File: config.mk
export PLATFORM = sky130hd
export DESIGN_NAME = edf_tick_scheduler
export DESIGN_NICKNAME = d
export VERILOG_FILES = /design/src/rtl/edf_pkg.sv /design/src/rtl/edf_ctrl.sv /design/src/rtl/edf_datapath.sv /design/src/rtl/edf_tick_scheduler.sv
export SDC_FILE = /design/constraint.sdc
export NUM_CORES = 2
export LEC_CHECK = 0
export BUFFER_PORTS_ARGS = -buffer_cell sky130_fd_sc_hd__buf_4
export CAP_MARGIN = 20
export CORE_UTILIZATION = 55
export DETAILED_ROUTE_END_ITERATION = 12
export PLACE_DENSITY = 0.71
export SYNTH_ARGS = -nofsm -noshare
export SYNTH_HDL_FRONTEND = slang
export SYNTH_HIERARCHICAL = 1
export SYNTH_SLANG_ARGS = --single-unit
export TNS_END_PERCENT = 50
File: constraint.sdc
create_clock -name clk -period 31.2 [get_ports clk]
set_clock_uncertainty 0.15 [all_clocks]
set_input_delay 6.24 -clock clk [delete_from_list [all_inputs] [get_ports clk]]
set_output_delay 6.24 -clock clk [all_outputs]
set_load 0.1 [all_outputs]
File: src/rtl/edf_pkg.sv
// Shared types and constants for the EDF tick scheduler.
// Used by edf_ctrl, edf_datapath and edf_tick_scheduler; no dependencies.
package edf_pkg;

  // Task slot storage
  localparam int MAX_TASKS = 8;
  localparam int IDX_W     = (MAX_TASKS > 1) ? $clog2(MAX_TASKS) : 1;
  localparam int CNT_W     = $clog2(MAX_TASKS + 1);
  localparam int CFG_W     = 4;
  localparam int SLOT_W    = 3;
  localparam int PID_W     = 16;
  localparam int TICK_W    = 16;
  localparam int TIME_W    = 32;

  // Input item opcodes
  localparam logic FUNC_LOAD = 1'b0;
  localparam logic FUNC_TICK = 1'b1;

  typedef struct packed {
    logic              func;
    logic [SLOT_W-1:0] slot;
    logic [PID_W-1:0]  task_pid;
    logic [TICK_W-1:0] burst;
    logic [TICK_W-1:0] rel_deadline;
    logic [TICK_W-1:0] period;
  } in_item_t;

  typedef struct packed {
    logic [TIME_W-1:0] tick_time;
    logic              cpu_idle;
    logic [SLOT_W-1:0] run_slot;
    logic [PID_W-1:0]  run_pid;
  } out_item_t;

  // Controller to datapath
  typedef struct packed {
    logic load;       // write one slot and restart the schedule
    logic start;      // begin a tick: reset scan index and winner
    logic scan_step;  // release and compare one slot
    logic finish;     // charge the winner, emit result, advance time
  } edf_cmd_t;

  // Datapath to controller
  typedef struct packed {
    logic n_zero;     // no slots in use
    logic scan_last;  // current scan slot is the last one in use
    logic out_full;   // result register holds a stalled transfer
  } edf_sts_t;

  typedef enum logic [1:0] {
    ST_IDLE,
    ST_SCAN,
    ST_FINISH
  } edf_state_t;

endpackage

File: src/rtl/edf_ctrl.sv
// Sequencer for the EDF tick scheduler: accepts items and steps the slot scan.
// Depends on edf_pkg for the command, status and state types.
module edf_ctrl
  import edf_pkg::*;
(
  input  logic     clk,
  input  logic     rst_n,
  input  logic     in_valid,
  input  logic     in_func,
  output logic     in_stall,
  input  edf_sts_t sts,
  output edf_cmd_t cmd
);

  edf_state_t state_r, state_nxt;

  // State register
  always_ff @(posedge clk) begin
    if (!rst_n) begin
      state_r <= ST_IDLE;
    end else begin
      state_r <= state_nxt;
    end
  end

  // Next state and commands
  always_comb begin
    state_nxt = state_r;
    cmd       = '0;
    in_stall  = 1'b1;
    case (state_r)
      ST_IDLE: begin
        in_stall = 1'b0;
        if (in_valid) begin
          if (in_func == FUNC_TICK) begin
            cmd.start = 1'b1;
            state_nxt = sts.n_zero ? ST_FINISH : ST_SCAN;
          end else begin
            cmd.load = 1'b1;
          end
        end
      end
      ST_SCAN: begin
        cmd.scan_step = 1'b1;
        if (sts.scan_last) begin
          state_nxt = ST_FINISH;
        end
      end
      ST_FINISH: begin
        // Hold until the result register frees up
        if (!sts.out_full) begin
          cmd.finish = 1'b1;
          state_nxt  = ST_IDLE;
        end
      end
      default: begin
        state_nxt = ST_IDLE;
      end
    endcase
  end

  // Never overwrite a result that is still waiting for transfer
  a_no_overwrite: assert property (@(posedge clk) disable iff (!rst_n)
    cmd.finish |-> !sts.out_full)
    else $error("finish issued while result register is full");

  // A tick with slots in use always goes through the scan
  a_tick_scans: assert property (@(posedge clk) disable iff (!rst_n)
    (cmd.start && !sts.n_zero) |=> (state_r == ST_SCAN))
    else $error("tick did not enter scan");

  // Commands are mutually exclusive
  a_cmd_onehot: assert property (@(posedge clk) disable iff (!rst_n)
    $onehot0(cmd))
    else $error("more than one command active");

endmodule

File: src/rtl/edf_datapath.sv
// Task tables, per-slot release state, one-slot-per-cycle EDF compare and result register.
// Depends on edf_pkg for item, command and status types.
module edf_datapath
  import edf_pkg::*;
(
  input  logic             clk,
  input  logic             rst_n,
  input  logic             cfg_wr_en,
  input  logic [CFG_W-1:0] cfg_wr_data,
  input  in_item_t         in_data,
  input  edf_cmd_t         cmd,
  output edf_sts_t         sts,
  output logic             out_valid,
  input  logic             out_stall,
  output out_item_t        out_data
);

  localparam int EXT_W = CFG_W + CNT_W;

  // Configuration and time
  logic [CFG_W-1:0]  num_tasks_r;
  logic [TIME_W-1:0] now_r;

  // Slot tables
  logic [PID_W-1:0]  pid_r   [MAX_TASKS];
  logic [TICK_W-1:0] burst_r [MAX_TASKS];
  logic [TICK_W-1:0] dl_r    [MAX_TASKS];
  logic [TICK_W-1:0] per_r   [MAX_TASKS];
  logic [TICK_W-1:0] wl_r    [MAX_TASKS];
  logic [TIME_W-1:0] due_r   [MAX_TASKS];
  logic [TICK_W-1:0] cd_r    [MAX_TASKS];

  // Scan state
  logic [IDX_W-1:0]  idx_r;
  logic [CNT_W-1:0]  n_r;
  logic              found_r;
  logic [IDX_W-1:0]  best_idx_r;
  logic [TIME_W-1:0] best_due_r;
  logic [TICK_W-1:0] best_wl_r;
  logic [PID_W-1:0]  best_pid_r;

  logic              out_valid_r;
  out_item_t         out_data_r;

  logic [EXT_W-1:0]  cfg_ext;
  logic [CNT_W-1:0]  active_cnt;
  logic              slot_ok;
  logic [IDX_W-1:0]  load_idx;
  logic              release_now;
  logic [TICK_W-1:0] per_m1;
  logic [TICK_W-1:0] wl_nxt;
  logic [TIME_W-1:0] due_nxt;
  logic [TICK_W-1:0] cd_nxt;
  logic              take;

  // Clamp slot count to the table size
  assign cfg_ext    = EXT_W'(num_tasks_r);
  assign active_cnt = (cfg_ext > EXT_W'(MAX_TASKS)) ? CNT_W'(MAX_TASKS) : CNT_W'(cfg_ext);
  assign slot_ok    = (EXT_W'(in_data.slot) < EXT_W'(MAX_TASKS));
  assign load_idx   = IDX_W'(in_data.slot);

  // Release and compare the slot under the scan index
  assign release_now = (cd_r[idx_r] == '0);
  assign per_m1      = (per_r[idx_r] == '0) ? '0 : per_r[idx_r] - TICK_W'(1);
  assign wl_nxt      = release_now ? burst_r[idx_r] : wl_r[idx_r];
  assign due_nxt     = release_now ? now_r + TIME_W'(dl_r[idx_r]) : due_r[idx_r];
  assign cd_nxt      = release_now ? per_m1 : cd_r[idx_r] - TICK_W'(1);
  assign take        = (wl_nxt != '0) && (!found_r || (due_nxt < best_due_r));

  assign sts.n_zero    = (active_cnt == '0);
  assign sts.scan_last = ((CNT_W'(idx_r) + CNT_W'(1)) == n_r);
  assign sts.out_full  = out_valid_r && out_stall;

  // Configuration register
  always_ff @(posedge clk) begin
    if (!rst_n) begin
      num_tasks_r <= '0;
    end else if (cfg_wr_en) begin
      num_tasks_r <= cfg_wr_data;
    end
  end

  // Tables, time and per-slot release state
  always_ff @(posedge clk) begin
    if (!rst_n) begin
      now_r <= '0;
      for (int i = 0; i < MAX_TASKS; i++) begin
        pid_r[i]   <= '0;
        burst_r[i] <= '0;
        dl_r[i]    <= '0;
        per_r[i]   <= TICK_W'(1);
        wl_r[i]    <= '0;
        due_r[i]   <= '0;
        cd_r[i]    <= '0;
      end
    end else if (cmd.load) begin
      if (slot_ok) begin
        pid_r[load_idx]   <= in_data.task_pid;
        burst_r[load_idx] <= in_data.burst;
        dl_r[load_idx]    <= in_data.rel_deadline;
        per_r[load_idx]   <= in_data.period;
        now_r             <= '0;
        for (int i = 0; i < MAX_TASKS; i++) begin
          wl_r[i] <= '0;
          cd_r[i] <= '0;
        end
      end
    end else if (cmd.scan_step) begin
      wl_r[idx_r]  <= wl_nxt;
      due_r[idx_r] <= due_nxt;
      cd_r[idx_r]  <= cd_nxt;
    end else if (cmd.finish) begin
      if (found_r) begin
        wl_r[best_idx_r] <= best_wl_r - TICK_W'(1);
      end
      now_r <= now_r + TIME_W'(1);
    end
  end

  // Scan index and running winner
  always_ff @(posedge clk) begin
    if (!rst_n) begin
      idx_r   <= '0;
      n_r     <= '0;
      found_r <= 1'b0;
    end else if (cmd.start) begin
      idx_r   <= '0;
      n_r     <= active_cnt;
      found_r <= 1'b0;
    end else if (cmd.scan_step) begin
      idx_r <= idx_r + IDX_W'(1);
      if (take) begin
        found_r <= 1'b1;
      end
    end
  end

  always_ff @(posedge clk) begin
    if (cmd.scan_step && take) begin
      best_idx_r <= idx_r;
      best_due_r <= due_nxt;
      best_wl_r  <= wl_nxt;
      best_pid_r <= pid_r[idx_r];
    end
  end

  // Result register: load on finish, drop after transfer
  always_ff @(posedge clk) begin
    if (!rst_n) begin
      out_valid_r <= 1'b0;
    end else begin
      out_valid_r <= cmd.finish || (out_valid_r && out_stall);
    end
  end

  always_ff @(posedge clk) begin
    if (cmd.finish) begin
      out_data_r.tick_time <= now_r;
      out_data_r.cpu_idle  <= !found_r;
      out_data_r.run_slot  <= found_r ? SLOT_W'(best_idx_r) : '0;
      out_data_r.run_pid   <= found_r ? best_pid_r : '0;
    end
  end

  assign out_valid = out_valid_r;
  assign out_data  = out_data_r;

  // Winner always lies inside the slots scanned this tick
  a_winner_in_range: assert property (@(posedge clk) disable iff (!rst_n)
    (cmd.finish && found_r) |-> (CNT_W'(best_idx_r) < n_r))
    else $error("winner outside active slots");

  // A new result only appears right after a finish
  a_valid_from_finish: assert property (@(posedge clk) disable iff (!rst_n)
    $rose(out_valid_r) |-> $past(cmd.finish))
    else $error("result valid without finish");

  // A charged winner had pending work
  a_winner_pending: assert property (@(posedge clk) disable iff (!rst_n)
    (cmd.finish && found_r) |-> (best_wl_r != '0))
    else $error("winner with no pending work");

endmodule

File: src/rtl/edf_tick_scheduler.sv
// Periodic earliest-deadline-first tick scheduler, top level.
// Load item: writes one slot and gives no result. Tick item: the controller scans the N active
// slots (N clamped to 8), then finishes into the result register; one slot is released and compared
// per cycle by the single deadline comparator, and the next item is taken only after the finish.
// The result register lets the next item enter while a result waits for transfer.
// Synchronous active-low reset clears time, tables (period to 1) and slot count.
module edf_tick_scheduler
  import edf_pkg::*;
(
  input  logic             clk,
  input  logic             rst_n,
  input  logic             cfg_wr_en,
  input  logic [CFG_W-1:0] cfg_wr_data,
  input  logic             in_valid,
  output logic             in_stall,
  input  in_item_t         in_data,
  output logic             out_valid,
  input  logic             out_stall,
  output out_item_t        out_data
);

  edf_cmd_t cmd;
  edf_sts_t sts;

  // Sequencer
  edf_ctrl u_ctrl (
    .clk      (clk),
    .rst_n    (rst_n),
    .in_valid (in_valid),
    .in_func  (in_data.func),
    .in_stall (in_stall),
    .sts      (sts),
    .cmd      (cmd)
  );

  // Tables, scan and result register
  edf_datapath u_datapath (
    .clk         (clk),
    .rst_n       (rst_n),
    .cfg_wr_en   (cfg_wr_en),
    .cfg_wr_data (cfg_wr_data),
    .in_data     (in_data),
    .cmd         (cmd),
    .sts         (sts),
    .out_valid   (out_valid),
    .out_stall   (out_stall),
    .out_data    (out_data)
  );

endmodule
# == Word level (Yosys, flattened, before mapping) ==
# Memories as Yosys holds them, arrays and structs flattened. A register that Yosys moved wholly into a read port is not among the register bits.
# Index checks and enable logic that the tools add are counted.
# op_classes
n_div,0
bitwise,18
n_mux,85
n_reduce_logical,24
n_eq_ne,7
n_lt_le_gt_ge,2
mul,0
n_shift,0
n_addsub,7
# op_table
cell,n
16-bit 2-to-1 mux,26
16-bit OR reduction,7
32-bit 2-to-1 mux,2
3-bit 2-to-1 mux,20
16-bit by 1-bit subtractor with 16-bit output (second input constant),3
32-bit by 1-bit adder with 32-bit output (second input constant),1
32-bit by 16-bit adder with 32-bit output,1
16-bit zero test,2
32-bit < comparator,1
32-bit OR reduction,1
1-bit 2-to-1 mux,28
1-bit OR,16
16-bit nonzero test,1
2-bit 2-to-1 mux,7
2-bit inequality test (second input constant),4
2-bit case mux with 3 select lines,1
3-bit by 1-bit adder with 4-bit output (second input constant),1
4-bit == test,1
4-bit greater-than comparator (second input constant),1
4-bit zero test,1
4-bit 2-to-1 mux,1
2-bit AND reduction,2
4-bit AND reduction,1
2-bit OR reduction,2
other kinds (8),12
# totals
memories,7
rom_bits,0
wordCells,164
ram_bits,1024
regBits,150
latch_bits,0
# memory_table
memory,depth,word_bits,read_ports,rd_clocked_by_memory_dff,wr,line,text
u_datapath.due_r,8,32,1,1,8,edf_datapath.sv:30,logic [TIME_W-1:0] due_r [MAX_TASKS];
u_datapath.burst_r,8,16,1,1,8,edf_datapath.sv:26,logic [TICK_W-1:0] burst_r [MAX_TASKS];
u_datapath.cd_r,8,16,1,1,8,edf_datapath.sv:31,logic [TICK_W-1:0] cd_r [MAX_TASKS];
u_datapath.dl_r,8,16,1,1,8,edf_datapath.sv:27,logic [TICK_W-1:0] dl_r [MAX_TASKS];
u_datapath.per_r,8,16,1,1,8,edf_datapath.sv:28,logic [TICK_W-1:0] per_r [MAX_TASKS];
u_datapath.pid_r,8,16,1,1,8,edf_datapath.sv:25,logic [PID_W-1:0] pid_r [MAX_TASKS];
1 more memories,n/a,n/a,n/a,n/a,n/a,n/a,

# == Logic depth before layout (Yosys ltp) ==
# logic_depth
depth_word,10
mapped_depth,34
mapped_depth_nobuf,25

# == Modules after synthesis ==
# Netlist, hierarchy kept.
# modules_own_cells
module,area_each_um2,instances,seq_area_each_um2,cells_each
edf_datapath,53647.7,1,35283.8,3784
edf_ctrl,160.2,1,40.0,17

# == Worst setup path before layout ==
# Ideal clock, no wire load.
# synth_timing
path_kind,input -> register
from,in out_stall
to,reg u_datapath.now_r[31]
stages,13
t_arrival_ns,12.359
setup_ns,0.128
path_slack_ns,18.563
required_ns,30.922
path_cell_list,and2_1 nor3_1 nor2b_1 clkbuf_1 and4_1 nor3b_1 nor2b_1 and3_1 and2_1 clkbuf_1 nor2b_1 xnor2_1 nor2_1
# synth_lines
element,line,text
"start, declared",edf_tick_scheduler.sv:18,"input logic out_stall,"
"end signal, assigned",edf_datapath.sv:116,now_r <= now_r + TIME_W'(1);
"end, declared",edf_datapath.sv:22,logic [TIME_W-1:0] now_r;

==> results by group <==
Logic synthesis
  • Synth Cell Area: between 50000 and 60000 µm²
  • Area leader, netlist: edfxtp_1
  • Synth Flop Type: edfxtp_1
  • Ys async rst share: 0%
  • Syn Inst Count: roughly 3800
  • Number of synthesized register bits: 1193
  • EDFF count, synth: 1143
  • Library cells used by synthesis: between 80 and 90
  • Synth Warn #: 6
  • Synth Net Count: just under 4000
  • Area share of the largest cell type after synthesis: between 60% and 70%
  • Sequential share of the synthesized area: between 60% and 70%
  • Post-synthesis area per instance: around 14 µm²
  • Area contributors post-synth: edfxtp_1 (64%), mux4_2 (9.3%), and2_1 (6.2%), nor2_1 (4.0%), dfxtp_1 (1.9%)

Clock network
  • H-tree depth: 3
  • TritonCTS clock tree: yes
  • Sinks on Clock Net: between 1000 and 1500
  • Cts bufs inserted: around 120
  • Maximum root-to-sink buffer count: 3
  • CTS clock-pin slew for the worst setup and hold paths: about 0.060 ns
  • Clock Tree Root: clkbuf_16
  • # hold bufs at CTS: 0
  • Post-CTS Setup Inserts: 0
  • Post-CTS sizing: 0
  • Clock Latency Late Sink: just over 0.7 ns

GRT
  • Met3 usage: 6.20%
  • Global route hottest layer: met2
  • Vias in the first global route: around 32000
  • Met1 Track Usage GR: approximately two fifths
  • Global-route wire length before repair: 203000 µm
  • Global Route Usage Sum: 27.5%
  • Largest net degree at the start of global routing: 66
  • Met2 usage: roughly 43%
  • Antenna violations before repair: 6
  • Gr ovfl total: 0

Worst setup path
  • Crit path depth: 27
  • CP Capture Type: flip-flop
  • Max stage delay on crit path: ~0.97 ns
  • Top cell family by delay on the critical path: compound AO/OA/AOI/OAI gates
  • Worst setup SP type: flip-flop
  • CP Buf/Inv Count: 5
  • CP most frequent cell: a21o_1
  • Worst endpoint data arrival time: approximately 11 ns
  • WS Path Type: flip-flop to flip-flop
  • CP max stage cell: o41ai_1
  • Crit path max fanout: 58
  • R2R cell count: 27
  • WP data required: 31.38 ns

Timing
  • Period utilization: 33.4%
  • RSZ-0062 raised after global routing: no
  • Worst-Margin Slew: between 1 and 1.5 ns
  • Final hold slack: about 0.38 ns
  • Clock period minus worst slack: about 10 ns
  • Max-slew violation count: 0
  • Relative slew margins: roughly 17%
  • Hold Vio Cnt, Final: 0
  • Post-route setup TNS: 0 ns
  • # setup viols final: 0
  • Fmax: 0.0959 GHz

Status
  • Status: finished, violations left
  • Failing checks: design-rule violations

Floorplanning
  • Io pins: 131
  • Initial core utilization: between 50 and 60%
  • Horiz. Die Dim: roughly 310 µm
  • Core footprint: approximately 97000 µm²
  • Num rows: around 110
  • DIE HEIGHT: 315 µm
  • Die Area: about 99000 µm²

Route
  • Routed WL: around 140000 µm
  • Vias: roughly 32000
  • Initial DRC Count: ~3700
  • WL/cell: 25.7 µm
  • Final antenna-violating net count: 0
  • DR DRC count: 4
  • DR pass1 iterations: 10
  • Vias/cell: roughly 6.1

Pwr
  • Power per cell area: 58.9 nW/µm²
  • Overall Power: 0.00352 W
  • VDD IR-drop max: between 40 and 50 µV
  • Cell leakage power: approximately 21 nW

Placed design
  • GP Congestion: ~0.90
  • Hpwl dp: slightly above 80000 µm
  • PortBufs: between 100 and 150

Final layout
  • Share of cells above drive strength 1: between 10% and 20%
  • P&R area growth vs syn: 11.2%
  • Fill cells: between 7000 and 8000
  • Fin nets: just over 4000
  • Reg area: about 35000 µm²
  • Core Util, Final: about three fifths
  • Area of the multi-input gates: ~17000 µm²

Hold path
  • Worst min-delay path startpoint: u_datapath/now_r[10]
  • Hold path depth: 0
  • Hold Crit Class: flip-flop to flip-flop

Run
  • Max-Cap Viols: 0
==> state kept, by name, summed over array words and instances, names as in the netlist, named ones only <==
| name | flops |
|---|---|
| u_ctrl/state_r | 2 |
| u_datapath/best_due_r | 32 |
| u_datapath/best_idx_r | 3 |
| u_datapath/best_pid_r | 16 |
| u_datapath/best_wl_r | 16 |
| u_datapath/burst_r | 128 |
| u_datapath/cd_r | 128 |
| u_datapath/dl_r | 128 |
| u_datapath/due_r | 256 |
| u_datapath/found_r | 1 |
| u_datapath/idx_r | 3 |
| u_datapath/n_r | 4 |
| u_datapath/now_r | 32 |
| u_datapath/num_tasks_r | 4 |
| u_datapath/out_data | 52 |
| u_datapath/out_valid | 1 |
| u_datapath/per_r | 128 |
| u_datapath/pid_r | 128 |
| u_datapath/wl_r | 128 |
==> path summary, 6_finish.rpt <==
kind              slack, ns                        end
hold reg to reg        0.38    u_datapath/out_data[30]
setup / recovery      20.77  u_datapath/best_due_r[27]
setup reg to reg      20.77  u_datapath/best_due_r[27]
hold / removal         0.38    u_datapath/out_data[30]
==> final cells by class <==
cell class	instances	area share [%]
Antenna cell	1	0.00418
Clock buffer	151	5.38
Clock inverter	71	0.945
Inverter	84	0.529
Multi-Input combinational cell	2300	29.0
Sequential cell	1193	59.0
Tap cell	1276	2.67
Timing Repair Buffer	194	2.47
==> per-layer routing <==
metal  vias to the layer above  wire length [µm]
met1                     16300             54700
li1                      14100                 -
met3                       223             14000
met2                      1580             63200
met4                         6              3290
met5                         -                45
==> synth_stat cells, types with 19 or more instances <==
| library cell | instances |
|---|---|
| dfxtp_1 | 50 |
| buf_2 | 30 |
| mux4_2 | 221 |
| nor2b_1 | 24 |
| o21ai_0 | 21 |
| a21oi_1 | 69 |
| mux2i_1 | 84 |
| xor2_1 | 43 |
| ha_1 | 52 |
| nand3_1 | 44 |
| xnor2_1 | 40 |
| inv_1 | 79 |
| nand4_1 | 33 |
| edfxtp_1 | 1143 |
| nand2b_1 | 22 |
| clkbuf_1 | 160 |
| nor2_1 | 572 |
| a22oi_1 | 72 |
| o21ai_1 | 19 |
| nor3_1 | 74 |
| nand2_1 | 185 |
| and2_1 | 531 |
==> report_power, final <==
group	switching, W	leakage, nW	internal [W]
logic	0.000195	7.46	0.0000874
registers	0.0000269	12.1	0.00183
clock network	0.000603	1.87	0.000785
total	0.000825	21.4	0.00270
==> layout by cell type (no fill, tap or decap), types with 15 or more instances in the layout <==
master        n
edfxtp_1   1143
nor2_1      571
and2_1      531
mux4_2      221
buf_4       193
nand2_1     169
clkbuf_16   121
mux2i_1      84
inv_1        78
a22oi_1      72
nor3_1       69
a21oi_1      69
ha_1         52
dfxtp_1      46
nand3_1      43
xor2_1       43
xnor2_1      40
clkinv_1     33
nand4_1      33
clkinv_2     29
nor2b_1      24
clkbuf_1     22
o21ai_0      20
o21ai_1      19
a21o_1       17
nand2_2      16
nand2b_1     15
or3_1        15
==> cell families after synthesis <==
group,share of synthesized area [%]
AO/OA/AOI/OAI,3.62
multiplexers,11.0
XOR/XNOR,1.35
flip-flops,65.6
AND/OR/NAND/NOR,14.7
buffers and inverters,2.46
adder cells (fa/ha/maj),1.25
==> through the flow <==
stage | setup slack [ns] | instances | area (µm²)
CTS | 20.76 | 5267 | 59800
floorplan | 18.56 | 3801 | 53800
global placement | 20.92 | 5045 | 56000
finish | 20.77 | 5270 | 59900
detailed placement | 20.81 | 5045 | 56000
global route | 20.21 | 5270 | 59900
Power figures use the tool's default switching activity.
